### src/rtl/slm_pkg.sv
// ----------------------------------------------------------------------------
// slm_pkg
// Shared widths, constants and the block snapshot type of the level meter.
// ----------------------------------------------------------------------------
`default_nettype none

package slm_pkg;

	localparam int SMP_W = 16;
	localparam int CNT_W = 12;              // holds any frame limit up to 4095
	localparam int SUM_W = 31 + CNT_W;      // 2^30 per frame times the limit
	localparam int DIV_W = SUM_W + 16;      // dividend is the sum times 2^16
	localparam int Q_W   = 47;              // mean square never exceeds 2^46
	localparam int LVL_W = 25;

	localparam logic signed [SMP_W-1:0] SMP_MAX = 16'sh7FFF;
	localparam logic signed [SMP_W-1:0] SMP_MIN = 16'sh8000;

	localparam logic signed [LVL_W-1:0] RMS_FLOOR = 25'sd8;
	localparam logic signed [LVL_W-1:0] DB_FLOOR  = -25'sd30720;
	localparam logic [17:0]             DB_PER_LOG2 = 18'd197283;

	localparam logic [1:0] REG_LEVEL_MODE = 2'd0;
	localparam logic [1:0] REG_STEREO     = 2'd1;

	// Bit 1 of the mode selects peak, bit 0 selects decibels in RMS.
	localparam int MODE_DB_BIT   = 0;
	localparam int MODE_PEAK_BIT = 1;

	typedef struct packed {
		logic [SUM_W-1:0]        sum_l;
		logic [SUM_W-1:0]        sum_r;
		logic signed [SMP_W-1:0] hi_l;
		logic signed [SMP_W-1:0] lo_l;
		logic signed [SMP_W-1:0] hi_r;
		logic signed [SMP_W-1:0] lo_r;
		logic [CNT_W-1:0]        n;
		logic [1:0]              mode;
		logic                    stereo;
	} snap_t;

endpackage

`default_nettype wire

### src/rtl/slm_front.sv
// ----------------------------------------------------------------------------
// slm_front
// Accepts frames, accumulates squares and peaks, and hands a snapshot of the
// block to the queue on the final frame.
// ----------------------------------------------------------------------------
`default_nettype none

module slm_front #(
	parameter int BLOCK_FRAMES_MAX = 1023
) (
	input  wire logic                            clk,
	input  wire logic                            arst_n,
	input  wire logic                            in_valid,
	output logic                                 in_ready,
	input  wire logic signed [slm_pkg::SMP_W-1:0] left_sample,
	input  wire logic signed [slm_pkg::SMP_W-1:0] right_sample,
	input  wire logic                            block_end,
	input  wire logic [1:0]                      level_mode,
	input  wire logic                            stereo,
	input  wire logic                            full,
	output logic                                 push,
	output slm_pkg::snap_t                       snap
);
	import slm_pkg::*;

	logic [SUM_W-1:0]        sum_l_q, sum_r_q, sum_l_nx, sum_r_nx;
	logic signed [SMP_W-1:0] hi_l_q, lo_l_q, hi_r_q, lo_r_q;
	logic signed [SMP_W-1:0] hi_l_nx, lo_l_nx, hi_r_nx, lo_r_nx;
	logic [CNT_W-1:0]        n_q, n_nx;
	logic signed [31:0]      lsq, rsq;
	logic                    take, acc;

	assign in_ready = !full;
	assign acc      = in_valid && in_ready;
	assign push     = acc && block_end;
	assign take     = n_q < CNT_W'(BLOCK_FRAMES_MAX);

	assign lsq = left_sample * left_sample;
	assign rsq = right_sample * right_sample;

	always_comb begin
		sum_l_nx = sum_l_q;
		sum_r_nx = sum_r_q;
		hi_l_nx  = hi_l_q;
		lo_l_nx  = lo_l_q;
		hi_r_nx  = hi_r_q;
		lo_r_nx  = lo_r_q;
		n_nx     = n_q;
		if (take) begin
			sum_l_nx = sum_l_q + SUM_W'($unsigned(lsq));
			sum_r_nx = sum_r_q + SUM_W'($unsigned(rsq));
			if (left_sample > hi_l_q) hi_l_nx = left_sample;
			if (left_sample < lo_l_q) lo_l_nx = left_sample;
			if (right_sample > hi_r_q) hi_r_nx = right_sample;
			if (right_sample < lo_r_q) lo_r_nx = right_sample;
			n_nx = n_q + 1'b1;
		end
	end

	always_comb begin
		snap.sum_l  = sum_l_nx;
		snap.sum_r  = sum_r_nx;
		snap.hi_l   = hi_l_nx;
		snap.lo_l   = lo_l_nx;
		snap.hi_r   = hi_r_nx;
		snap.lo_r   = lo_r_nx;
		snap.n      = n_nx;
		snap.mode   = level_mode;
		snap.stereo = stereo;
	end

	always_ff @(posedge clk or negedge arst_n) begin
		if (!arst_n) begin
			sum_l_q <= '0;
			sum_r_q <= '0;
			hi_l_q  <= SMP_MIN;
			lo_l_q  <= SMP_MAX;
			hi_r_q  <= SMP_MIN;
			lo_r_q  <= SMP_MAX;
			n_q     <= '0;
		end else if (acc) begin
			if (block_end) begin
				sum_l_q <= '0;
				sum_r_q <= '0;
				hi_l_q  <= SMP_MIN;
				lo_l_q  <= SMP_MAX;
				hi_r_q  <= SMP_MIN;
				lo_r_q  <= SMP_MAX;
				n_q     <= '0;
			end else begin
				sum_l_q <= sum_l_nx;
				sum_r_q <= sum_r_nx;
				hi_l_q  <= hi_l_nx;
				lo_l_q  <= lo_l_nx;
				hi_r_q  <= hi_r_nx;
				lo_r_q  <= lo_r_nx;
				n_q     <= n_nx;
			end
		end
	end

endmodule

`default_nettype wire

### config.mk
export PLATFORM = sky130hd
export DESIGN_NAME = slm_front
export DESIGN_NICKNAME = d
export VERILOG_FILES = /design/src/rtl/slm_pkg.sv /design/src/rtl/slm_front.sv
export SDC_FILE = /design/constraint.sdc
export NUM_CORES = 2
export LEC_CHECK = 0
export BUFFER_PORTS_ARGS = -buffer_cell sky130_fd_sc_hd__buf_2
export CORE_MARGIN = 4
export CORE_UTILIZATION = 45
export DETAILED_ROUTE_END_ITERATION = 8
export SYNTH_ARGS = -nofsm -noshare
export SYNTH_HDL_FRONTEND = slang
export SYNTH_SLANG_ARGS = --single-unit
### constraint.sdc
create_clock -name clk -period 12.1 [get_ports clk]
set_clock_uncertainty 0.15 [all_clocks]
set_input_delay 2.42 -clock clk [delete_from_list [all_inputs] [get_ports clk]]
set_output_delay 2.42 -clock clk [all_outputs]
set_load 0.005 [all_outputs]
# --- After elaboration in Yosys (flattened, before gate mapping) ---
# Index checks and enable logic that the tools add are counted.
op_classes:
  n_reduce_logical: 3
  muxes: 18
  magnitude_cmp: 5
  n_mul: 2
  add_sub_neg: 3
ops:
  columns: ["operator", "n"]
  rows:
  - ["$mux W16", 12]
  - ["$mux W43", 4]
  - ["$add A43 B32 Y43", 2]
  - ["$mul A16 B16 Y32", 2]
  - ["$gt A16 B16 Y1", 2]
  - ["$lt A16 B16 Y1", 2]
  - ["$mux W12", 2]
  - ["$add A12 B1 Y12 const B", 1]
  - ["$lt A12 B10 Y1 const B", 1]
  - ["$logic_and A1 B1 Y1", 2]
  - ["$logic_not A1 Y1", 1]
totals:
  output_inout_bits: 167
  elab_cells: 38
  in_bits: 40
  ff_bits: 162

# --- Depth between registers and ports, before layout ---
depth:
  depth_word: 4
  depth_mapped: 36
  depth_no_buf: 34

# --- Worst setup path after synthesis ---
# Ideal clock, no wire load.
synth_path:
  path_type: "input -> output"
  startpoint: "input port right_sample[15] (netlist bit)"
  endpoint: "output port snap[115] (netlist bit)"
  arrival_ns: 9.953
  stages: 34
  path_slack_ns: -0.423
  n_path_buf: 3
  t_required_ns: 9.530
  path_cell_list: "clkbuf_1 -> clkbuf_1 -> nand2_1 -> inv_1 -> fa_1 -> inv_1 -> fa_1 -> fa_1 -> inv_1 -> fa_1 -> fa_1 -> inv_1 -> fa_1 -> inv_1 -> ha_1 -> o21a_1 -> nor2_1 -> o31ai_2 -> a21oi_1 -> a211o_1 -> o21bai_1 -> a21oi_1 -> xnor2_1 -> ha_1 -> a21o_1 -> a21o_1 -> a21o_1 -> a21o_1 -> a2111oi_0 -> nor3b_1 -> a31o_2 -> buf_2 -> nand3_1 -> xnor2_1"
synth_lines:
  columns: ["item", "line", "text"]
  rows:
  - ["start: declaration", "slm_front.sv:16", "input wire logic signed [slm_pkg::SMP_W-1:0] right_sample,"]
  - ["end: declaration", "slm_front.sv:22", "output slm_pkg::snap_t snap"]

==> flow_summary_export.csv <==
group,metric,value,unit
run_status,status,"finished with violations",
run_status,violations,"negative setup slack",
die,dieWidth,273,um
timing,setup_ws,-182,ps
clocking,cts.clk_slew.worst_paths,90,ps
placement,pre_cts_ws,-631,ps
clocking,htreeDepth,4,
drt,viasPerCell,5.23,
timing,holdWs,366,ps
finish,final_layout_size_suffix_gt1_frac,0.284,
clocking,numCtsBuffers,17,
synthesis,synth_flop_cell,"dfrtp_1",
drt,drtAntennaViolNets,0,
timing,slew_headroom,0.203,
grt,grt_util_all_layers,0.249,
synthesis,yosysMostFrequentCell,"inv_1",
grt,grt_pass1_vias,28600,
timing,rsz0062_at_grt,"true",
synthesis,synth_edf_count,0,
worst_setup_path,start_kind,"input port",
synthesis,syn_nets,4476,
drt,vias,27800,
worst_setup_path,worstPathArrival,9710,ps
synthesis,synth_area_leaders,"fa_1 (30%), ha_1 (12%), dfrtp_1 (10%)",
grt,grt_max_degree,101,
drt,drt-met1-wl,41300,um
synthesis,synth_seq_cells,162,
grt,antenna_found_initial,5,
drt,met2_length,40600,um
timing,drv_slew,0,
worst_setup_path,cp_max_fo,5,
placement,dp.final_hpwl,71000,um
flow_run,drv_cap,0,
finish,post-route-util,0.592,
clocking,cts_tree,"yes",
timing,worstMarginPinSlew,1190,ps
synthesis,yosysWarningCount,0,
die,rows,96,
timing,fin_crit,12280,ps
drt,dr.max_layer_used,"met5",
clocking,cts_hold_buffers,0,
drt,drc,0,
synthesis,synth_top_area_cell,"fa_1",
timing,finalSetupViolations,29,
worst_setup_path,path_class,"input port to output port",
synthesis,async_reset_ff_frac,1.00,
min_path,hold_class,"flop to flop",
drt,drtPass1Iterations,7,
drt,wl,90800,um
drt,drtIter0Drc,1596,
synthesis,synth_cell_types,84,
placement,port_buffers,200,
die,core_area,0.0691,mm2
synthesis,synth_cells,3653,
finish,layout.nets,5195,
die,start_util,0.457,
synthesis,syn-mean-instance-area,8.65,um2
die,io_pins,207,
synthesis,synthTopCellsByCount,"inv_1 (746), fa_1 (475), nand2_1 (418)",
timing,fmax,0.0814,GHz
clocking,cts_sinks,162,
clocking,clockBufferDepth,2,
synthesis,yosysTopAreaCellShare,0.301,
worst_setup_path,end_kind,"output port",
finish,area_growth,29.4,%
grt,gr-total-overflow,0,
clocking,cts_root_buf,"clkbuf_16",
synthesis,syn-cell-area,0.0316,mm2
drt,wl_per_cell,17.1,um
drt,routed-wl-met3,6810,um
die,die_height,273,um
die,die-area,0.0745,mm2
timing,fin_crit_sh,1.02,
grt,grt_first_pass_wirelength,148000,um
worst_setup_path,critPathRequiredTime,9530,ps
clocking,clock_latency,520,ps
synthesis,yosysSeqAreaShare,0.130,
finish,fillers,6170,
placement,place.gp.congestion,0.887,
timing,hold_viol,0,
critical path: stages:
cell and delay [ps]:
buf_4 150, clkinvlp_4 200, nor2_2 230, fa_1 460, fa_1 500, fa_1 580, fa_1 440, fa_1 530
fa_1 430, ha_1 310, a211o_1 280, or3_1 330, a221oi_2 250, nor3_2 100, a21o_1 190, xor2_1 140
ha_1 330, a21oi_4 170, o211ai_1 130, a221o_1 280, a211o_1 310, a31oi_1 210, buf_4 170, o21ai_4 60
xnor2_2 170, o21ai_2 200, buf_2 150
cell type report:
type | instances | area [um2] | share of cell area
Clock buffer | 17 | 425 | 0.0104
Tap cell | 931 | 1160 | 0.0285
Clock inverter | 15 | 158 | 0.00386
Timing Repair Buffer | 854 | 6520 | 0.160
Sequential cell | 162 | 4090 | 0.100
Antenna cell | 1 | 2.50 | 0.0000612
Inverter | 750 | 2840 | 0.0694
Multi-Input combinational cell | 2587 | 25700 | 0.628
stage by stage:
| stage | area [um2] | instances | setup TNS [ps] |
|---|---|---|---|
| floorplan | 31700 | 3653 | 0 |
| global placement | 37500 | 5187 | -14320 |
| detailed placement | 37500 | 5187 | -14100 |
| CTS | 39400 | 5262 | -1990 |
| global route | 40900 | 5316 | -13840 |
| finish | 40900 | 5317 | -2630 |
registers in the layout, summed over array words and instances (netlist names):
signal	count
hi_l_q	16
hi_r_q	16
n_q	12
sum_l_q	43
sum_r_q	43
lo_r_q	16
lo_l_q	16
placed cells by master (no fill, tap or decap), drive strengths merged, types with 10 or more instances in the layout:
master / n
mux2i: 10
a22oi: 10
clkbuf: 20
a2bb2oi: 11
dfrtp: 130
o22ai: 18
xnor2: 128
o21ai: 210
a211oi: 12
mux2: 17
o21bai: 23
o311ai: 13
nand2: 418
nand4: 38
a22o: 50
nand3: 40
xor2: 41
and3: 31
nor3: 33
ha: 308
a31oi: 16
o21a: 23
dfstp: 32
o211ai: 18
buf: 850
fa: 475
nor2: 164
o22a: 31
nand2b: 23
and2: 68
inv: 755
nor2b: 28
a21oi: 126
a21o: 82
final timing paths:
| path | startpoint | endpoint | slack [ps] | depth (start not counted) |
|---|---|---|---|---|
| setup / recovery | left_sample[13] | snap[152] | -180 | 27 |
| min in group asynchronous | arst_n | sum_r_q[36] | 1910 | 1 |
| max in group asynchronous | arst_n | sum_r_q[21] | 8450 | 2 |
| setup reg to reg | hi_r_q[1] | hi_r_q[13] | 7850 | 11 |
| hold reg to reg | lo_l_q[2] | lo_l_q[2] | 370 | 1 |
| hold / removal | lo_l_q[2] | lo_l_q[2] | 370 | 1 |
per-layer routing:
layer	vias up	track usage
li1	13200	-
met1	13800	0.357
met2	720	0.387
met3	111	0.0551
met4	8	0.0632
met5	-	0
cell families after synthesis:
| kind of cell | count (synthesis) | share of synthesized area |
|---|---|---|
| multiplexers | 27 | 0.00923 |
| XOR/XNOR | 169 | 0.0469 |
| flip-flops | 162 | 0.130 |
| adder cells (fa/ha/maj) | 783 | 0.423 |
| buffers and inverters | 904 | 0.108 |
| AND/OR/NAND/NOR | 881 | 0.127 |
| AO/OA/AOI/OAI | 727 | 0.156 |
timing repair:
action / CTS / global route
buffers inserted: 44 / 56
cloned: 1 / 1
setup endpoints to repair: 44 / 50
pin swaps: 121 / 163
gates resized for setup: 248 / 240
Power is not shown: default switching activity piles up to over one toggle a cycle in this logic, so the estimate is an artifact.
