File: src/rtl/slm_pkg.sv
// ----------------------------------------------------------------------------
// slm_pkg
// Shared widths, constants and the block snapshot type of the level meter.
// ----------------------------------------------------------------------------
`default_nettype none

package slm_pkg;

	localparam int SMP_W = 16;
	localparam int CNT_W = 12;              // holds any frame limit up to 4095
	localparam int SUM_W = 31 + CNT_W;      // 2^30 per frame times the limit
	localparam int DIV_W = SUM_W + 16;      // dividend is the sum times 2^16
	localparam int Q_W   = 47;              // mean square never exceeds 2^46
	localparam int LVL_W = 25;

	localparam logic signed [SMP_W-1:0] SMP_MAX = 16'sh7FFF;
	localparam logic signed [SMP_W-1:0] SMP_MIN = 16'sh8000;

	localparam logic signed [LVL_W-1:0] RMS_FLOOR = 25'sd8;
	localparam logic signed [LVL_W-1:0] DB_FLOOR  = -25'sd30720;
	localparam logic [17:0]             DB_PER_LOG2 = 18'd197283;

	localparam logic [1:0] REG_LEVEL_MODE = 2'd0;
	localparam logic [1:0] REG_STEREO     = 2'd1;

	// Bit 1 of the mode selects peak, bit 0 selects decibels in RMS.
	localparam int MODE_DB_BIT   = 0;
	localparam int MODE_PEAK_BIT = 1;

	typedef struct packed {
		logic [SUM_W-1:0]        sum_l;
		logic [SUM_W-1:0]        sum_r;
		logic signed [SMP_W-1:0] hi_l;
		logic signed [SMP_W-1:0] lo_l;
		logic signed [SMP_W-1:0] hi_r;
		logic signed [SMP_W-1:0] lo_r;
		logic [CNT_W-1:0]        n;
		logic [1:0]              mode;
		logic                    stereo;
	} snap_t;

endpackage

`default_nettype wire

File: src/rtl/slm_queue.sv
// ----------------------------------------------------------------------------
// slm_queue
// Two-entry queue of block snapshots between the front and the back.
// ----------------------------------------------------------------------------
`default_nettype none

module slm_queue (
	input  wire logic           clk,
	input  wire logic           arst_n,
	input  wire logic           push,
	input  slm_pkg::snap_t      din,
	output logic                full,
	input  wire logic           pop,
	output logic                avail,
	output slm_pkg::snap_t      dout
);
	import slm_pkg::*;

	snap_t      entry_q [2];
	logic       wr_ptr_q, rd_ptr_q;
	logic [1:0] count_q;

	assign full  = count_q == 2'd2;
	assign avail = count_q != 2'd0;
	assign dout  = entry_q[rd_ptr_q];

	always_ff @(posedge clk) begin
		if (push) entry_q[wr_ptr_q] <= din;
	end

	always_ff @(posedge clk or negedge arst_n) begin
		if (!arst_n) begin
			wr_ptr_q <= 1'b0;
			rd_ptr_q <= 1'b0;
			count_q  <= 2'd0;
		end else begin
			if (push) wr_ptr_q <= !wr_ptr_q;
			if (pop) rd_ptr_q <= !rd_ptr_q;
			case ({push, pop})
				2'b10:   count_q <= count_q + 2'd1;
				2'b01:   count_q <= count_q - 2'd1;
				default: count_q <= count_q;
			endcase
		end
	end

`ifndef ASSERT_OFF
	a_no_overflow: assert property (@(posedge clk) disable iff (!arst_n)
		push |-> !full) else $error("snapshot pushed into a full queue");
	a_no_underflow: assert property (@(posedge clk) disable iff (!arst_n)
		pop |-> avail) else $error("snapshot popped from an empty queue");
	a_count_range: assert property (@(posedge clk) disable iff (!arst_n)
		count_q != 2'd3) else $error("queue count out of range");
`endif

endmodule

`default_nettype wire

File: config.mk
export PLATFORM = sky130hd
export DESIGN_NAME = slm_queue
export DESIGN_NICKNAME = d
export VERILOG_FILES = /design/src/rtl/slm_pkg.sv /design/src/rtl/slm_queue.sv
export SDC_FILE = /design/constraint.sdc
export NUM_CORES = 1
export LEC_CHECK = 0
export BUFFER_PORTS_ARGS = -buffer_cell sky130_fd_sc_hd__buf_2
export CELL_PAD_IN_SITES_DETAIL_PLACEMENT = 1
export CELL_PAD_IN_SITES_GLOBAL_PLACEMENT = 2
export CORE_MARGIN = 3
export CORE_UTILIZATION = 38
export CTS_CLUSTER_DIAMETER = 80
export DETAILED_ROUTE_END_ITERATION = 8
export GPL_ROUTABILITY_DRIVEN = 0
export PLACE_DENSITY_LB_ADDON = 0.1
export SYNTH_ARGS = -nofsm -noshare
export SYNTH_HDL_FRONTEND = slang
export SYNTH_SLANG_ARGS = --single-unit
File: constraint.sdc
create_clock -name clk -period 11 [get_ports clk]
set_input_delay 2.2 -clock clk [delete_from_list [all_inputs] [get_ports clk]]
set_output_delay 2.2 -clock clk [all_outputs]
set_load 0.02 [all_outputs]
* Yosys cells after proc, flatten, opt, wreduce, memory -nomap -nowiden
Memory sizes are Yosys's and may differ from the RTL's. Cells that the tools add are included.
Storage, ports and cells: memories kept 1, output and inout bits 167, bits in registers 4, input bits 169, bits in writable memories 330
Memory list:
- entry_q | words 2, bits a word 165, rd ports 1, clocked after Yosys merged registers in 0, wr ports 1, RTL line slm_queue.sv:19 | snap_t entry_q [2];
Cells by class: reduce and logical (&&, ||, !) cells 4, add/subtract/negate cells 2, mux-type cells 3, equality and inequality tests 3
Operator list (count):
- $eq A2 B2 Y1 const B | 2
- $pmux W2 S2 | 1
- $reduce_bool A2 Y1 | 2
- $add A2 B1 Y2 const B | 1
- $eq A2 B1 Y1 const B | 1
- $logic_not A1 Y1 | 2
- $mux W1 | 2
- $sub A2 B1 Y2 const B | 1

* Depth between registers and ports, before layout
Gate-level depths: netlist of run 1.
word-level depth 2, mapped depth 5, mapped depth without buffers 5

* Worst setup path after synthesis of run 1
Ideal clock, no wire load.
path type input port to flip-flop, from in push, to mem entry_q[0][0] in the netlist's numbering, enable pin, path buffers 0, path slack 1.137 ns, setup time 0.697 ns, stages 2, data arrival time 9.167 ns, data required time 10.303 ns, cells stage by stage inv_1 > nor2_1
On the way: cells in the longest elaborated chain, start to end 2
Ends and longest elaborated chain:
- start: declaration | RTL line slm_queue.sv:10 | input wire logic push,
- $mux W1 | RTL line slm_queue.sv:28 | if (push) entry_q[wr_ptr_q] <= din;
- $mux W1 (implied by the code) | RTL line slm_queue.sv:28
- end: declaration | RTL line slm_queue.sv:19
Every way passes these cells.

==> metrics.md, run 1 <==
| Metric | Value |
|---|---|
| DIE HEIGHT | `185 um` |
| Reg2Reg Setup Slack | `7.96 ns` |
| Final setup fails | `0` |
| Worst hold start | `count_q[1]$_DFFE_PN0P_` |
| Synth top area share | `81.6%` |
| Post-CTS setup buffers | `0` |
| Min-Delay Path Class | `flip-flop to flip-flop` |
| DP Area | `14200 sq um` |
| Register bit total from synthesis | `334` |
| Top cells by area, synth | `edfxtp_1, mux2_2, buf_6` |
| Tightest Pin Transition | `1.19 ns` |
| Placed wire-length estimate | `18.8 mm` |
| Max cap viols | `0` |
| Sequential Area | `10000 sq um` |
| Crit path max-delay cell type | `dfrtp_4` |
| Clk slew on worst S/H paths | `0.05 ns` |
| Critical Path Start | `rd_ptr_q$_DFFE_PN0P_` |
| CTS root buffer | `clkbuf_16` |
| Die Span X | `185 um` |
| Max IR drop VDD | `0.190 mV` |
| # clock sinks | `334` |
| Drt via density | `4.71` |
| Final Cell Area | `15400 sq um` |
| Ys Warns | `0` |
| Max-slew headroom | `20.7%` |
| Cells along the critical path | `buf_4, mux2_2, buf_2` |
| First-pass GRT wire length | `39.9 mm` |
| Core area | `31100 sq um` |
| Buffer and inverter count on the worst path | `2` |
| Detailed Route Iter0 Violations | `240` |
| Hold_buf cts | `0` |
| Skew final | `0.0114 ns` |
| First-pass DRT Iterations | `4` |
| Distinct cell type count of the synthesized netlist | `14` |
| Critical path's top delay family | `flip-flops` |
| Post-synthesis cell count | `529` |
| Worst setup SP type | `flip-flop` |
| Top post-synthesis cells by count | `edfxtp_1, mux2_2, buf_6, dfrtp_1, xor2_1` |
| Max Slew Vio Count | `0` |
| Most frequent cell after synthesis | `edfxtp_1` |
| Port Buffers | `335` |
| Remaining Overflow, GRT | `0` |
| Cts bufs inserted | `37` |
| Share of layout cells above drive strength 1 | `61.5%` |
| Avg Inst Size Synth | `22.9 sq um` |
| Post-synth top flop | `edfxtp_1` |
| Final-report hold violation count | `0` |
| CP required | `8.80 ns` |
| Fin Hold WS | `0.479 ns` |
| Vias in the first global route | `6954` |
| Area of the multi-input gates | `1950 sq um` |
| Pwr dens | `278 nW/um^2` |
| Ys async rst share | `1.20%` |
| Setup TNS | `0 ns` |
| Synth Cell Area | `12100 sq um` |
| Total power | `4.29 mW` |
| Largest net degree at the start of global routing | `86` |
| Fin nets | `1061` |
| Clock latency on the worst-skew pair | `0.51 ns` |
| H-tree depth reported by CTS | `2` |
| Crit path DAT | `3.45 ns` |
| RSZ-0062 raised after global routing | `no` |
| Area grow syn2layout | `27.2%` |
| Synth area leader | `edfxtp_1` |
| Setup crit end kind | `output pin` |
| Seq/Total Area, Yosys | `82.5%` |
| DRC viols | `0` |
| Achievable Freq | `177 MHz` |
| Post-cts resize count | `0` |
| Vias | `6219` |
| Initial core utilization | `39.1%` |
| Crit Path Class | `flip-flop to output pin` |
| Wire per inst | `20.8 um` |
| Initial antenna violation count | `12` |
| Total die area | `34100 sq um` |
| Post-synth EDFFs | `330` |
| Min cycle time layout | `5.65 ns` |
| Net Count, Synth | `699` |
| Worst R2R Start | `wr_ptr_q$_DFFE_PN0P_` |
| Max Root-Sink Buffers | `3` |
| I/O pin count | `336` |
| Total length of routed wires | `27.5 mm` |
| CP max FO | `85` |
| # fillers | `2933` |
| CTS tree | `yes` |
| Status | `finished clean` |
| Num rows | `64` |
| GRT Resource Usage Total | `15.4%` |
| Leak pwr | `5.79 nW` |
| Period Utilization, post-route | `51.3%` |
| DRT antenna net count | `0` |
| Worst path max stage delay | `1.18 ns` |
## layout by cell type (no fill, tap or decap)
| cell | instances |
|---|---|
| clkinv_1 | 3 |
| xor2_1 | 3 |
| and2_4 | 1 |
| buf_2 | 335 |
| nor2_4 | 1 |
| xnor2_1 | 2 |
| edfxtp_1 | 330 |
| clkinv_2 | 8 |
| buf_4 | 6 |
| inv_1 | 1 |
| clkbuf_16 | 39 |
| inv_8 | 1 |
| clkbuf_1 | 9 |
| or2_2 | 1 |
| dfrtp_4 | 1 |
| clkinvlp_4 | 1 |
| nor2_1 | 1 |
| ha_1 | 1 |
| dfrtp_1 | 3 |
| diode_2 | 6 |
| nor2b_1 | 1 |
| mux2_2 | 165 |
| bufinv_16 | 5 |
| inv_6 | 1 |
## flip-flops by register name, indices dropped and copies added, names as in the netlist
name and count:
count_q 2, entry_q 330, rd_ptr_q 1, wr_ptr_q 1
## path summary, 6_finish.rpt
check,end,cells past startpoint
hold reg to reg,count_q[1]$_DFFE_PN0P_,1
min in group asynchronous,count_q[0]$_DFFE_PN0P_,1
hold / removal,count_q[1]$_DFFE_PN0P_,1
setup reg to reg,entry_q[1][131]$_DFFE_PP_,3
max in group asynchronous,rd_ptr_q$_DFFE_PN0P_,1
setup / recovery,dout[134],3
## power breakdown
part | switching [mW] | leakage (nW) | internal [mW]
clock | 0.470 | 0.609 | 0.768
combinational | 0.758 | 2.04 | 0.488
sequential | 0.119 | 3.14 | 1.69
## worst register-to-register path, delay by kind of cell (launching register included)
family	cells	cell delay, ns
buffers and inverters	2	1.56
flip-flops	1	0.42
AND/OR/NAND/NOR	1	0.64
## cell type report
| class | instances | share of cell area (%) |
|---|---|---|
| Sequential cell | 334 | 64.9 |
| Multi-Input combinational cell | 176 | 12.6 |
| Timing Repair Buffer | 341 | 11.2 |
| Clock buffer | 48 | 6.54 |
| Tap cell | 396 | 3.21 |
| Clock inverter | 19 | 1.48 |
| Antenna cell | 6 | 0.0973 |
| Inverter | 1 | 0.0243 |
## metrics by stage
stage | instances | setup WS [ns] | util, %
after floorplan | 529 | 1.14 | -
after global routing | 1319 | 5.15 | 49.7
after CTS | 1315 | 5.25 | 49.6
after global placement | 1248 | 5.88 | 45.7
final | 1321 | 5.35 | 49.7
after detailed placement | 1248 | 5.80 | 45.7
## logic make-up (layout without fill, tap and decap cells)
logic type / count (synthesis) / count (layout) / share of synthesized area (%)
xor+xnor: 5 / 5 / 0.361
simple gates: 5 / 5 / 0.217
other cells: 0 / 6 / 0
mux: 165 / 165 / 15.3
flops: 334 / 334 / 82.5
buf+inv: 19 / 409 / 1.54
fa+ha+maj: 1 / 1 / 0.103
## per-layer routing
layer / wire length (um) / global-route usage (%) / vias to the layer above
li1: - / - / 2850
met3: 2540 / 6.32 / 53
met2: 13900 / 27.1 / 229
met4: 568 / 4.32 / 14
met5: 100 / 0 / -
met1: 10400 / 17.4 / 3073
Power figures use the tool's default switching activity.
==> run 2, diff against run 1 <==
Settings changed: ABC_AREA set to 1, CORE_UTILIZATION 38 to 36.
Clock period 11 ns to 5.7 ns, I/O delays scaled along.
==> run 2 against run 1 <==
Against the previous run:
- sequential cell count is the same
- synthesized cell count grew 67%
- combinational power grew 140%
- via count grew 24%
- sequential power grew 90%
- critical path depth grew 1
- final area grew 3.6%
- clock skew grew 0.0010 ns
- register-to-register slack lost 4.3 ns
- first-iteration DRC count grew 48%
- utilization shrank 3.9 points
- sequential share of layout area shrank 2.3 points
- critical endpoint is now dout[94]
- largest cell class unchanged
- highest routed layer unchanged
==> metrics.md, run 2 <==
| Metric | Value |
|---|---|
| Status | `finished clean` |
| Synth top area share | `76.6% (-5.0 points)` |
| Post-synthesis cell count | `886 (+67%)` |
| Ys async rst share | `1.20% (unchanged)` |
| Total power | `8.53 mW (+99%)` |
| Tightest Pin Transition | `1.01 ns (-0.182 ns)` |
| Max reg flops | `330 (unchanged)` |
| Initial core utilization | `37.0% (-2.1 points)` |
| Distinct cell type count of the synthesized netlist | `17 (+3)` |
| Largest Register | `entry_q` |
| # fillers | `3655 (+25%)` |
| Pwr dens | `533 nW/um^2 (+92%)` |
| Setup TNS | `0 ns (unchanged)` |
| Top Registers | `entry_q: 330 flops, count_q: 2 flops` |
| Total length of routed wires | `29.4 mm (+7.2%)` |
| Synth Cell Area | `12900 sq um (+6.5%)` |
| Port Buffers | `335 (unchanged)` |
| I/O pin count | `336 (unchanged)` |
| PnR worst setup slack | `2.01 ns (-3.34 ns)` |
| First-pass GRT wire length | `44.7 mm (+12%)` |
| Achievable Freq | `271 MHz` |
| Max Slew Vio Count | `0 (unchanged)` |
| Clk slew on worst S/H paths | `0.06 ns (about the same)` |
| DP Area | `14900 sq um (+5.1%)` |
| Placed wire-length estimate | `19.8 mm (+5.6%)` |
| Final Cell Area | `16000 sq um (+3.6%)` |
| Num rows | `68 (+6.3%)` |
| GRT Resource Usage Total | `15.0% (-0.45 points)` |
| Final setup fails | `0 (unchanged)` |
| Register bit total from synthesis | `334 (unchanged)` |
| Post-synth EDFFs | `330 (unchanged)` |
| Crit path DAT | `2.55 ns (-0.90 ns)` |
| CP max FO | `130 (+53%)` |
| Vias in the first global route | `7891 (+13%)` |
| Max IR drop VDD | `0.298 mV (+56%)` |
| H-tree depth reported by CTS | `2 (unchanged)` |
| Seq/Total Area, Yosys | `77.4% (-5.1 points)` |
| Remaining Overflow, GRT | `0 (unchanged)` |
| Total die area | `38200 sq um (+12%)` |
| Post-synth top flop | `edfxtp_1` |
| DRT antenna net count | `0 (unchanged)` |
| Most frequent cell after synthesis | `edfxtp_1` |
| Detailed Route Iter0 Violations | `356 (+48%)` |
| Drt via density | `4.49 (-4.6%)` |
| Cells along the critical path | `buf_12, nand2_1, o21ai_2, buf_2` |
| CTS root buffer | `clkbuf_16` |
| # clock sinks | `334 (unchanged)` |
| Initial antenna violation count | `11 (-1)` |
| Worst path max stage delay | `0.87 ns (-0.31 ns)` |
| Cts bufs inserted | `37 (unchanged)` |
| Critical path's top delay family | `flip-flops` |
| Crit Path Class | `flip-flop to output pin` |
| Share of layout cells above drive strength 1 | `39.0% (-22 points)` |
| Hold_buf cts | `0 (unchanged)` |
| DP Worst Slack | `2.57 ns (-3.23 ns)` |
| Setup crit end kind | `output pin` |
| Core Util, Final | `45.8% (-3.9 points)` |
| Max-slew headroom | `32.9% (+12 points)` |
| Clock latency on the worst-skew pair | `0.50 ns (about the same)` |
| Min-Delay Path Class | `input pin to asynchronous set/reset pin` |
| CP required | `4.56 ns (-4.24 ns)` |
| DRC viols | `0 (unchanged)` |
| Post-CTS setup buffers | `0 (unchanged)` |
| Skew final | `0.0124 ns (+0.00103 ns)` |
| Core area | `35000 sq um (+13%)` |
| Buffer and inverter count on the worst path | `2 (unchanged)` |
| Worst setup SP type | `flip-flop` |
| Die Span X | `196 um (+5.9%)` |
| Largest net degree at the start of global routing | `131 (+52%)` |
| CTS tree | `yes` |
| Fin nets | `1399 (+32%)` |
| First-pass DRT Iterations | `6 (+2)` |
| Post-cts resize count | `0 (unchanged)` |
| Top cells by area, synth | `edfxtp_1, o21ai_2, inv_1` |
| Synth area leader | `edfxtp_1` |
| RSZ-0062 raised after global routing | `no` |
| DIE HEIGHT | `196 um (+5.9%)` |
| Top post-synthesis cells by count | `edfxtp_1, inv_1, nand2_1, o21ai_2, o21ai_0` |
| Area grow syn2layout | `23.7%` |
| Wire per inst | `17.2 um (-17%)` |
| Period Utilization, post-route | `64.7%` |
| Avg Inst Size Synth | `14.6 sq um (-36%)` |
| Highest-count cells in the layout ignoring fill and taps | `buf_2, edfxtp_1, nand2_1` |
| Leak pwr | `6.75 nW (+17%)` |
| Crit path max-delay cell type | `dfrtp_4` |
| Reg2Reg Setup Slack | `3.69 ns (-4.27 ns)` |
| Net Count, Synth | `1056 (+51%)` |
| Vias | `7701 (+24%)` |
| Max cap viols | `0 (unchanged)` |
| Final-report hold violation count | `0 (unchanged)` |
| Min cycle time layout | `3.69 ns` |
| Ys Warns | `0 (unchanged)` |
| Most common cell after layout, fill and taps aside | `buf_2` |
| Max Root-Sink Buffers | `3 (unchanged)` |
[run 2: cell types whose count changed in the layout (fill, tap and decap cells not counted), moves of 5 or more]
cell       before  now
mux2_2        165    0
clkinv_1        3    9
o21ai_2         0   98
bufinv_16       5    0
o21ai_0         0   40
inv_1           1  170
o21ai_1         0   27
nand2_1         0  171
[run 2: metal layers]
metal	global-route usage, %	part of all wire (%)
met5	0	0.24
met4	4.12	1.8
met3	6.00	9.8
met2	25.1	49
met1	17.9	39
[run 2: cell type report]
class                   count  area (sq um)  share of cell area [%]
flip-flops and latches    334         10000                    62.6
multi-input cells         344          1900                    11.9
repair buffers            341          1770                    11.1
clock buffers              47          1010                    6.29
inverters                 171           647                    4.04
well taps                 455           569                    3.56
clock inverters            18          82.6                   0.516
diodes                      4          10.0                  0.0626
[run 2: cell families after synthesis]
logic type	synth area share, %
fa+ha+maj	0.0967
buf+inv	7.95
compound gates	9.23
flops	77.4
simple gates	5.11
xor+xnor	0.203
[run 2: worst reg2reg max path: cells and delay by family (launching register included)]
| family | cells | cell delay, ns |
|---|---|---|
| flops | 1 | 0.42 |
| simple gates | 1 | 0.14 |
| buf+inv | 2 | 1.06 |
[run 2: path summary, 6_finish.rpt]
kind	cells after the start	to	start
min	1	rd_ptr_q$_DFFE_PN0P_	arst_n
max in group asynchronous	1	rd_ptr_q$_DFFE_PN0P_	arst_n
max	4	dout[94]	rd_ptr_q$_DFFE_PN0P_
min reg2reg	2	count_q[1]$_DFFE_PN0P_	count_q[1]$_DFFE_PN0P_
max reg2reg	3	entry_q[1][35]$_DFFE_PP_	wr_ptr_q$_DFFE_PN0P_
min in group clk	2	count_q[1]$_DFFE_PN0P_	count_q[1]$_DFFE_PN0P_
[run 2: report_power, final]
group | switching [mW] | leakage (nW) | internal, mW
logic | 2.10 | 3.07 | 0.845
registers | 0.175 | 3.14 | 3.26
clock network | 0.899 | 0.540 | 1.24
[run 2: per-stage QoR]
stage          cells  hold slack (ns)
2_1_floorplan    886            0.442
3_3_place_gp    1645            0.458
3_5_place_dp    1645            0.473
4_1_cts         1710            0.412
5_1_grt         1713            0.420
6_report        1714            0.436
