[src/rtl/slm_pkg.sv]
// ----------------------------------------------------------------------------
// slm_pkg
// Shared widths, constants and the block snapshot type of the level meter.
// ----------------------------------------------------------------------------
`default_nettype none

package slm_pkg;

	localparam int SMP_W = 16;
	localparam int CNT_W = 12;              // holds any frame limit up to 4095
	localparam int SUM_W = 31 + CNT_W;      // 2^30 per frame times the limit
	localparam int DIV_W = SUM_W + 16;      // dividend is the sum times 2^16
	localparam int Q_W   = 47;              // mean square never exceeds 2^46
	localparam int LVL_W = 25;

	localparam logic signed [SMP_W-1:0] SMP_MAX = 16'sh7FFF;
	localparam logic signed [SMP_W-1:0] SMP_MIN = 16'sh8000;

	localparam logic signed [LVL_W-1:0] RMS_FLOOR = 25'sd8;
	localparam logic signed [LVL_W-1:0] DB_FLOOR  = -25'sd30720;
	localparam logic [17:0]             DB_PER_LOG2 = 18'd197283;

	localparam logic [1:0] REG_LEVEL_MODE = 2'd0;
	localparam logic [1:0] REG_STEREO     = 2'd1;

	// Bit 1 of the mode selects peak, bit 0 selects decibels in RMS.
	localparam int MODE_DB_BIT   = 0;
	localparam int MODE_PEAK_BIT = 1;

	typedef struct packed {
		logic [SUM_W-1:0]        sum_l;
		logic [SUM_W-1:0]        sum_r;
		logic signed [SMP_W-1:0] hi_l;
		logic signed [SMP_W-1:0] lo_l;
		logic signed [SMP_W-1:0] hi_r;
		logic signed [SMP_W-1:0] lo_r;
		logic [CNT_W-1:0]        n;
		logic [1:0]              mode;
		logic                    stereo;
	} snap_t;

endpackage

`default_nettype wire

[src/rtl/slm_back.sv]
// ----------------------------------------------------------------------------
// slm_back
// Turns a block snapshot into a result: peak check, or per channel a serial
// divide for the mean square followed by a serial square root or log2.
// ----------------------------------------------------------------------------
`default_nettype none

module slm_back (
	input  wire logic                             clk,
	input  wire logic                             arst_n,
	input  wire logic                             avail,
	input  slm_pkg::snap_t                        snap_in,
	output logic                                  pop,
	output logic                                  out_valid,
	input  wire logic                             out_ready,
	output logic signed [slm_pkg::LVL_W-1:0]      left_level,
	output logic signed [slm_pkg::LVL_W-1:0]      right_level,
	output logic signed [slm_pkg::SMP_W-1:0]      left_trough,
	output logic signed [slm_pkg::SMP_W-1:0]      right_trough,
	output logic                                  status
);
	import slm_pkg::*;

	typedef enum logic [9:0] {
		S_IDLE = 10'b00_0000_0001,
		S_LOAD = 10'b00_0000_0010,
		S_DIV  = 10'b00_0000_0100,
		S_SQRT = 10'b00_0000_1000,
		S_NORM = 10'b00_0001_0000,
		S_LMUL = 10'b00_0010_0000,
		S_LADJ = 10'b00_0100_0000,
		S_DMUL = 10'b00_1000_0000,
		S_DFIN = 10'b01_0000_0000,
		S_NEXT = 10'b10_0000_0000
	} state_t;

	localparam int CNT_BITS = $clog2(DIV_W);

	state_t                  state_q;
	snap_t                   job_q;
	logic                    chan_q;
	logic [CNT_BITS-1:0]     cnt_q;
	logic [CNT_W-1:0]        rem_q;
	logic [DIV_W-1:0]        dvd_q;
	logic [Q_W-1:0]          quo_q;
	logic [47:0]             src_q;
	logic [25:0]             sqrem_q;
	logic [23:0]             root_q;
	logic [5:0]              e_q;
	logic [30:0]             m_q;
	logic [15:0]             frac_q;
	logic [61:0]             prod_q;
	logic signed [LVL_W-1:0] lvl_l_q, lvl_r_q;

	logic                    out_valid_q, status_q;
	logic signed [LVL_W-1:0] out_l_q, out_r_q;
	logic signed [SMP_W-1:0] out_lt_q, out_rt_q;

	logic [CNT_W:0]          div_r2;
	logic                    div_ge;
	logic [27:0]             sq_r2;
	logic [25:0]             sq_trial;
	logic                    sq_ge;
	logic [31:0]             lg_t;
	logic [21:0]             neg;
	logic [16:0]             db_mag;
	logic                    peak_bad;
	logic signed [LVL_W-1:0] lvl_new, root_lvl, db_lvl;

	assign out_valid    = out_valid_q;
	assign left_level   = out_l_q;
	assign right_level  = out_r_q;
	assign left_trough  = out_lt_q;
	assign right_trough = out_rt_q;
	assign status       = status_q;

	assign pop = (state_q == S_IDLE) && avail && !out_valid_q;

	assign div_r2 = {rem_q, dvd_q[DIV_W-1]};
	assign div_ge = div_r2 >= {1'b0, job_q.n};

	assign sq_r2    = {sqrem_q, src_q[47:46]};
	assign sq_trial = {root_q, 2'b01};
	assign sq_ge    = sq_r2 >= {2'b00, sq_trial};

	assign lg_t   = prod_q[61:30];
	assign neg    = {6'(6'd46 - e_q), 16'h0000} - {6'b0, frac_q};
	assign db_mag = 17'((prod_q + 62'd8388608) >> 24);

	assign root_lvl = (root_q < 24'd8) ? RMS_FLOOR : LVL_W'({1'b0, root_q});
	assign db_lvl   = (db_mag > 17'd30720) ? DB_FLOOR : -$signed({8'b0, db_mag});

	assign peak_bad = (snap_in.n == '0) || (snap_in.hi_l == SMP_MIN) ||
		(snap_in.lo_l == SMP_MIN) ||
		(snap_in.stereo && ((snap_in.hi_r == SMP_MIN) || (snap_in.lo_r == SMP_MIN)));

	always_comb begin
		case (state_q)
			S_DIV:   lvl_new = DB_FLOOR;
			S_SQRT:  lvl_new = root_lvl;
			default: lvl_new = db_lvl;
		endcase
	end

	always_ff @(posedge clk) begin
		case (state_q)
			S_IDLE: begin
				if (pop) job_q <= snap_in;
			end
			S_LOAD: begin
				dvd_q <= {chan_q ? job_q.sum_r : job_q.sum_l, 16'h0000};
				rem_q <= '0;
				quo_q <= '0;
			end
			S_DIV: begin
				rem_q <= CNT_W'(div_ge ? div_r2 - {1'b0, job_q.n} : div_r2);
				dvd_q <= dvd_q << 1;
				quo_q <= {quo_q[Q_W-2:0], div_ge};
				if (cnt_q == '0) begin
					e_q     <= 6'd46;
					src_q   <= {1'b0, quo_q[Q_W-2:0], div_ge};
					sqrem_q <= '0;
					root_q  <= '0;
				end
			end
			S_SQRT: begin
				sqrem_q <= sq_ge ? 26'(sq_r2 - {2'b00, sq_trial}) : sq_r2[25:0];
				root_q  <= {root_q[22:0], sq_ge};
				src_q   <= src_q << 2;
			end
			S_NORM: begin
				if (quo_q[Q_W-1]) begin
					m_q    <= quo_q[Q_W-1:Q_W-31];
					frac_q <= '0;
				end else begin
					quo_q <= quo_q << 1;
					e_q   <= e_q - 6'd1;
				end
			end
			S_LMUL: prod_q <= 62'(m_q * m_q);
			S_LADJ: begin
				// A square at or above two shifts the mantissa and emits a one.
				if (lg_t[31]) begin
					m_q <= lg_t[31:1];
					frac_q[cnt_q[3:0]] <= 1'b1;
				end else begin
					m_q <= lg_t[30:0];
				end
			end
			S_DMUL: prod_q <= 62'(neg * DB_PER_LOG2);
			default: ;
		endcase
	end

	always_ff @(posedge clk or negedge arst_n) begin
		if (!arst_n) begin
			state_q     <= S_IDLE;
			chan_q      <= 1'b0;
			cnt_q       <= '0;
			out_valid_q <= 1'b0;
			status_q    <= 1'b0;
			out_l_q     <= '0;
			out_r_q     <= '0;
			out_lt_q    <= '0;
			out_rt_q    <= '0;
			lvl_l_q     <= '0;
			lvl_r_q     <= '0;
		end else begin
			if (out_valid_q && out_ready) out_valid_q <= 1'b0;
			case (state_q)
				S_IDLE: begin
					if (pop) begin
						chan_q <= 1'b0;
						if (snap_in.mode[MODE_PEAK_BIT]) begin
							out_valid_q <= 1'b1;
							status_q    <= peak_bad;
							out_l_q     <= peak_bad ? '0 : LVL_W'(snap_in.hi_l);
							out_lt_q    <= peak_bad ? '0 : snap_in.lo_l;
							out_r_q     <= (peak_bad || !snap_in.stereo) ? '0
								: LVL_W'(snap_in.hi_r);
							out_rt_q    <= (peak_bad || !snap_in.stereo) ? '0
								: snap_in.lo_r;
						end else if (snap_in.n == '0) begin
							out_valid_q <= 1'b1;
							status_q    <= 1'b1;
							out_l_q     <= '0;
							out_r_q     <= '0;
							out_lt_q    <= '0;
							out_rt_q    <= '0;
						end else begin
							state_q <= S_LOAD;
						end
					end
				end
				S_LOAD: begin
					cnt_q   <= CNT_BITS'(DIV_W - 1);
					state_q <= S_DIV;
				end
				S_DIV: begin
					if (cnt_q == '0) begin
						if (!job_q.mode[MODE_DB_BIT]) begin
							cnt_q   <= CNT_BITS'(23);
							state_q <= S_SQRT;
						end else if ({quo_q[Q_W-2:0], div_ge} == '0) begin
							if (chan_q) lvl_r_q <= lvl_new;
							else lvl_l_q <= lvl_new;
							state_q <= S_NEXT;
						end else begin
							state_q <= S_NORM;
						end
					end else begin
						cnt_q <= cnt_q - 1'b1;
					end
				end
				S_SQRT: begin
					if (cnt_q == '0) begin
						state_q <= S_NEXT;
					end else begin
						cnt_q <= cnt_q - 1'b1;
					end
				end
				S_NORM: begin
					if (quo_q[Q_W-1]) begin
						cnt_q   <= CNT_BITS'(15);
						state_q <= S_LMUL;
					end
				end
				S_LMUL: state_q <= S_LADJ;
				S_LADJ: begin
					if (cnt_q == '0) begin
						state_q <= S_DMUL;
					end else begin
						cnt_q   <= cnt_q - 1'b1;
						state_q <= S_LMUL;
					end
				end
				S_DMUL: state_q <= S_DFIN;
				S_DFIN: begin
					if (chan_q) lvl_r_q <= lvl_new;
					else lvl_l_q <= lvl_new;
					state_q <= S_NEXT;
				end
				S_NEXT: begin
					if (!job_q.mode[MODE_DB_BIT]) begin
						// Linear results arrive here straight from the root register.
						if (chan_q) lvl_r_q <= root_lvl;
						else lvl_l_q <= root_lvl;
					end
					if (!chan_q && job_q.stereo) begin
						chan_q  <= 1'b1;
						state_q <= S_LOAD;
					end else begin
						out_valid_q <= 1'b1;
						status_q    <= 1'b0;
						out_lt_q    <= '0;
						out_rt_q    <= '0;
						out_l_q     <= (!chan_q && !job_q.mode[MODE_DB_BIT]) ? root_lvl
							: lvl_l_q;
						if (!job_q.stereo) begin
							out_r_q <= job_q.mode[MODE_DB_BIT] ? DB_FLOOR : RMS_FLOOR;
						end else begin
							out_r_q <= job_q.mode[MODE_DB_BIT] ? lvl_r_q : root_lvl;
						end
						state_q <= S_IDLE;
					end
				end
				default: state_q <= S_IDLE;
			endcase
		end
	end

endmodule

`default_nettype wire

[config.mk]
export PLATFORM = sky130hd
export DESIGN_NAME = slm_back
export DESIGN_NICKNAME = d
export VERILOG_FILES = /design/src/rtl/slm_pkg.sv /design/src/rtl/slm_back.sv
export SDC_FILE = /design/constraint.sdc
export NUM_CORES = 2
export LEC_CHECK = 0
export BUFFER_PORTS_ARGS = -buffer_cell sky130_fd_sc_hd__buf_2
export CORE_MARGIN = 1
export CORE_UTILIZATION = 57
export DETAILED_ROUTE_END_ITERATION = 7
export PLACE_DENSITY = 0.75
export SYNTH_ARGS = -nofsm -noshare
export SYNTH_HDL_FRONTEND = slang
export SYNTH_SLANG_ARGS = --single-unit
[constraint.sdc]
create_clock -name clk -period 10.3 [get_ports clk]
set_input_delay 0.515 -clock clk [delete_from_list [all_inputs] [get_ports clk]]
set_output_delay 0.515 -clock clk [all_outputs]
set_load 0.005 [all_outputs]
### Word-level counts from Yosys, hierarchy flattened

Cells that the tools add are included.

| word-level totals | value |
|---|---|
| bits in registers | 582 |
| bits in latches | 0 |
| bits in writable memories | 0 |
| ROM bits | 0 |
| input bits | 169 |
| output and inout bits | 85 |
| word-level logic and storage cells | 214 |
| memories | 0 |

| operators by class | value |
|---|---|
| add/sub/neg operators | 8 |
| multipliers | 2 |
| divide/modulo/power cells | 0 |
| magnitude comparators | 6 |
| eq/ne operators | 32 |
| shift-type cells | 0 |
| muxes and demuxes | 97 |
| bitwise logic cells | 1 |
| reductions and logical operators | 41 |

Operator list:

| cell | count |
|---|---|
| 2-to-1 mux 25 bit | 26 |
| 2-to-1 mux 16 bit | 10 |
| one-hot mux 25 bit (2 select lines) | 3 |
| one-hot mux 25 bit (3 select lines) | 2 |
| one-hot mux 47 bit (3 select lines) | 1 |
| one-hot mux 62 bit (2 select lines) | 1 |
| one-hot mux 59 bit (2 select lines) | 1 |
| one-hot mux 10 bit (10 select lines) | 1 |
| one-hot mux 16 bit (2 select lines) | 3 |
| one-hot mux 48 bit (2 select lines) | 1 |
| 2-to-1 mux 10 bit | 8 |
| equality test 16 bit, second input constant | 4 |
| multiplier 31 x 31 -> 62 bit | 1 |
| 2-to-1 mux 31 bit | 2 |
| one-hot mux 31 bit (2 select lines) | 1 |
| 2-to-1 mux 26 bit | 2 |
| one-hot mux 26 bit (2 select lines) | 1 |
| 2-to-1 mux 24 bit | 2 |
| 2-to-1 mux 48 bit | 1 |
| one-hot mux 24 bit (2 select lines) | 1 |
| zero test 47 bit | 1 |
| 2-to-1 mux 47 bit | 1 |
| 2-to-1 mux 43 bit | 1 |
| adder 41 x 24 -> 41 bit, second input constant | 1 |
| 50 further kinds | 111 |

### Longest topological paths before layout

| logic depth | value |
|---|---|
| word-level depth | 9 |
| gate-level depth with buffers | 29 |
| mapped depth without buffers | 26 |

### Worst setup path after synthesis

No wires, ideal clock.

| timing path | value |
|---|---|
| path type | reg2reg |
| from | register m_q[4] |
| to | register prod_q[56], data pin |
| setup time | 0.259 ns |
| arrival | 7.211 ns |
| required time | 10.041 ns |
| slack | 2.829 ns |
| cell stages (with the launch flop) | 27 |
| path buffers | 2 |
| period minus slack after synthesis | 7.471 ns |
| cell sequence | edfxtp_1 > clkbuf_1 > clkbuf_1 > nand2_1 > fa_1 > inv_1 > fa_1 > fa_1 > inv_1 > fa_1 > inv_1 > fa_1 > inv_1 > fa_1 > inv_1 > fa_1 > fa_1 > ha_1 > a21oi_1 > o211ai_1 > a41oi_1 > o211ai_1 > a311oi_1 > o41ai_2 > a41o_1 > a211oi_1 > nor2_1 |

| between the ends | value |
|---|---|
| cells in the longest elaborated chain, start to end | 2 |

Ends and longest elaborated chain:

| item | RTL line | source |
|---|---|---|
| start: declaration | slm_back.sv:50 | `logic [30:0] m_q;` |
| start signal: assignment | slm_back.sv:133 | `m_q <= quo_q[Q_W-1:Q_W-31];` |
| start signal: assignment | slm_back.sv:144 | `m_q <= lg_t[31:1];` |
| start signal: assignment | slm_back.sv:147 | `m_q <= lg_t[30:0];` |
| multiplier 31 x 31 -> 62 bit | slm_back.sv:140 | `S_LMUL: prod_q <= 62'(m_q * m_q);` |
| one-hot mux 62 bit (2 select lines) | slm_back.sv:106 | `case (state_q)` |
| end signal: assignment | slm_back.sv:140 |  |
| end signal: assignment | slm_back.sv:150 | `S_DMUL: prod_q <= 62'(neg * DB_PER_LOG2);` |
| end: declaration | slm_back.sv:52 | `logic [61:0] prod_q;` |

Every way passes these cells.
A chain may end at the register's enable or synchronous reset.

### Worst setup path in the final report

| timing path | value |
|---|---|
| from | register m_q[7] |
| to | register prod_q[56], data pin |

The elaborated chain is that of the path after synthesis.

==> impl_metrics.yaml <==
detailed_routing:
  drc: 0
  ant_nets: 0
  firstDrtPassIters: 6
  viasPerCell: 5.63
  wl_per_cell_microns: 19.3
  drtIter0Drc: 3257
  vias: 41400
  wirelength_microns: 142000
placed_design:
  portBuffers: 253
  pre_cts_slack_ns: 1.58
  place_inst: 7247
  place.gp.congestion: 0.930
  hpwl_microns: 111000
global_routing:
  grt_pass1_wl_microns: 231000
  grt_busiest_layer: "met2"
  grt_max_degree: 92
  track_usage_pct: 28.4
  grt_use_met3_pct: 3.94
  grt_overflow_total: 0
  met2_usage_pct: 47.6
  grt.met1_usage_pct: 38.3
  grt_pass1_vias: 43800
  antenna_found_initial: 0
logic_synthesis:
  async_flop_share_pct: 27.8
  syn_inst: 5801
  yosysMostFrequentCell: "inv_1"
  synth_ff_type: "edfxtp_1"
  synthTopCellsByArea: "fa_1 (28%), edfxtp_1 (20%), ha_1 (11%), inv_1 (7.1%), dfrtp_1 (6.5%)"
  netlist_area_sq_um: 58100
  yosysTopAreaCell: "fa_1"
  synth-edff-count: 392
  synth_sequential_area_ratio_pct: 26.8
  synth_area_per_cell_sq_um: 10.0
  yosysWarnings: 0
  syn_nets: 7291
  synth.top_cells.by_count: "inv_1 (1098), fa_1 (824), nand2_1 (717), ha_1 (497), edfxtp_1 (392)"
  synth-seq-cells: 543
  netlist.area_leader.share_pct: 28.4
  synth_cell_type_count: 94
run_status:
  status: "complete, no violations"
timing:
  fin_tns_setup_ns: 0
  setup_viol: 0
  slew_viol_final: 0
  rsz0062_at_grt: "no"
  clock_skew_ns: 0.0210
  hold_viol_final: 0
  max_freq_mhz: 111
  tightest_slew_ns: 1.35
  fin_crit_sh_pct: 87.6
  maxSlewHeadroom_pct: 10.0
  layout_min_cycle_time_ns: 9.02
  worst_slack_ns: 1.28
clock_tree:
  clk_pin_slew_ns: 0.08
  cts_tree: "done"
  root_buffer: "clkbuf_16"
  cts_htree_levels: 2
  cts_sinks: 543
  cts_buffers: 57
  cts_setup_buffers: 0
  cts_buffer_depth: 3
  clock_latency_ns: 0.65
cells_and_area:
  fin_cells: 7354
  area_growth_pct: 7.87
  drive_above_1_share_pct: 8.10
  nNetsFinal: 7440
  utilization_pct: 62.3
  antenna_cells: 0
setup_path:
  path_common_cell: "fa_1"
  critical_path.max_stage_delay_ns: 1.26
  r2r_start: "m_q[7]"
  worstSetupPathType: "register to register"
  worstSetupStartpoint: "m_q[7]"
  critPathLaunchType: "register"
  crit_fanout: 21
  worst_setup_path_end_kind: "register"
  critPathRequiredTime_ns: 10.69
  crit_slowest_cell: "edfxtp_1"
  crit_path_cell_trace: "inv_1 -> nor2_1 -> a31o_2 -> fa_1 -> inv_1 -> fa_1 -> fa_1 -> inv_1 -> fa_1 -> fa_1 -> fa_1 -> fa_1 -> ha_1 -> a21oi_1 -> o21ai_0 -> nor2_1 -> o211ai_1 -> a311oi_1 -> o41ai_2 -> a41o_1 -> a211oi_1 -> nor2_1"
  cp.arrival_ns: 9.42
floorplanning:
  start_util_pct: 57.7
  fp.dieH_microns: 321
  die_width_microns: 321
  rows: 116
  die_area_sq_um: 103000
  ios: 254
  core_sq_um: 101000
hold_path:
  hp-start: "out_ready"
  hold_path_class: "primary input to register"
power_and_ir_drop:
  p_switching_w: 0.00280
  clock_power_share_pct: 27.1
  leakage_nw: 30.7
  swShare_pct: 35.2
  peakVddDrop_mv: 0.164
  internal-power_w: 0.00516
  p_seq_share_pct: 37.9
  power_density_nw_per_um2: 127
  power_frac_comb_pct: 35.0
run:
  max_cap_violations: 0
## metrics by stage
| stage | hold slack, ns | area (sq um) | total power [W] |
|---|---|---|---|
| final | 0.0366 | 62600 | 0.00795 |
| after global routing | 0.00574 | 62600 | 0.00841 |
| after CTS | 0.00711 | 62600 | 0.00796 |
| after floorplan | 0.219 | 58100 | 0.00490 |
| after global placement | 0.457 | 60700 | 0.00573 |
| after detailed placement | 0.462 | 60700 | 0.00580 |
## sequential cells by signal, indices dropped and copies added, names as in the netlist
register / flops
job_q: 100
src_q: 48
quo_q: 47
dvd_q: 43
prod_q: 39
m_q: 31
sqrem_q: 26
left_level: 25
lvl_l_q: 25
lvl_r_q: 25
right_level: 25
root_q: 24
frac_q: 16
left_trough: 16
right_trough: 16
rem_q: 12
state_q: 10
cnt_q: 6
e_q: 6
chan_q: 1
out_valid: 1
status: 1
## power by group through the flow
stage               Clock [W]  Sequential [W]  Combinational, W
CTS                   0.00219         0.00301           0.00276
floorplan                   0         0.00304           0.00186
global placement            0         0.00304           0.00269
finish                0.00215         0.00301           0.00278
detailed placement          0         0.00305           0.00274
global route          0.00226         0.00305           0.00310
## layer usage
| metal | up-vias | part of all wire, % | routed length [microns] |
|---|---|---|---|
| li1 | 19000 | - | - |
| met1 | 20700 | 41 | 58300 |
| met2 | 1450 | 48 | 69000 |
| met3 | 336 | 6.9 | 9790 |
| met4 | 0 | 3.6 | 5180 |
| met5 | - | 0 | 0 |
## cells in the final DEF (no fill, tap or decap), types with 9 or more instances in the layout
cell	netlist	layout
o31ai_1	16	16
a21o_1	60	60
nor4_1	38	38
xnor2_1	93	93
clkinv_1	2	11
and2_1	216	215
clkinv_2	0	9
a211oi_1	15	15
buf_4	0	66
nand4_1	42	42
o21ai_1	26	23
a31oi_1	33	33
buf_2	17	252
and3_1	20	20
nor3_1	45	45
nor2_1	289	287
ha_1	497	497
o211ai_1	13	13
a22o_1	32	32
dfrtp_1	150	149
a221oi_1	19	19
or2_2	13	13
nand3_1	45	44
clkbuf_16	0	57
o22a_1	9	9
or3_1	10	10
edfxtp_1	392	392
o21bai_1	16	16
inv_1	1098	1098
fa_1	824	824
a31o_2	12	12
nand2_1	717	715
nand2b_1	17	17
a21oi_1	198	196
o21ai_0	198	198
mux2i_1	113	113
clkbuf_1	200	11
nor2b_1	70	70
o21a_1	22	22
xor2_1	72	72
## worst max-delay path: cells and delay by family (launching register included)
kind	cells	cell delay, ns
adders and majority gates	8	3.71
AOI/OAI and AO/OA	8	2.57
DFF	1	1.26
and+or+nand+nor	3	0.65
buffers and inverters	3	0.55
## path summary, 6_finish.rpt
kind,endpoint,slack (ns),cells after the start
max,prod_q[56],1.28,22
min,out_valid,0.04,2
max reg2reg,prod_q[56],1.28,22
min reg2reg,right_level[0],0.47,2
max in group asynchronous,left_level[15],8.41,3
min in group asynchronous,left_level[12],0.49,2
## timing repair
action | 4_1_cts | 5_1_grt
resized for setup | 0 | 0
hold buffers | 1 | 0
endpoints found under the hold margin | 87 | 0
## area by class of cell
type	count	area, sq um
Clock buffer	72	1520
Clock inverter	34	394
Fill cell	8055	37900
Inverter	1100	4130
Multi-Input combinational cell	3927	37500
Sequential cell	543	15600
Tap cell	1357	1700
Timing Repair Buffer	321	1800
## cells by family after synthesis
family	after synthesis	synth area share, %
compound gates	756	8.33
xor+xnor	165	2.49
fa+ha+maj	1321	39.1
buf+inv	1331	8.69
flops	543	26.8
mux	117	2.03
simple gates	1568	12.6
(Power assumes the default switching activity.)
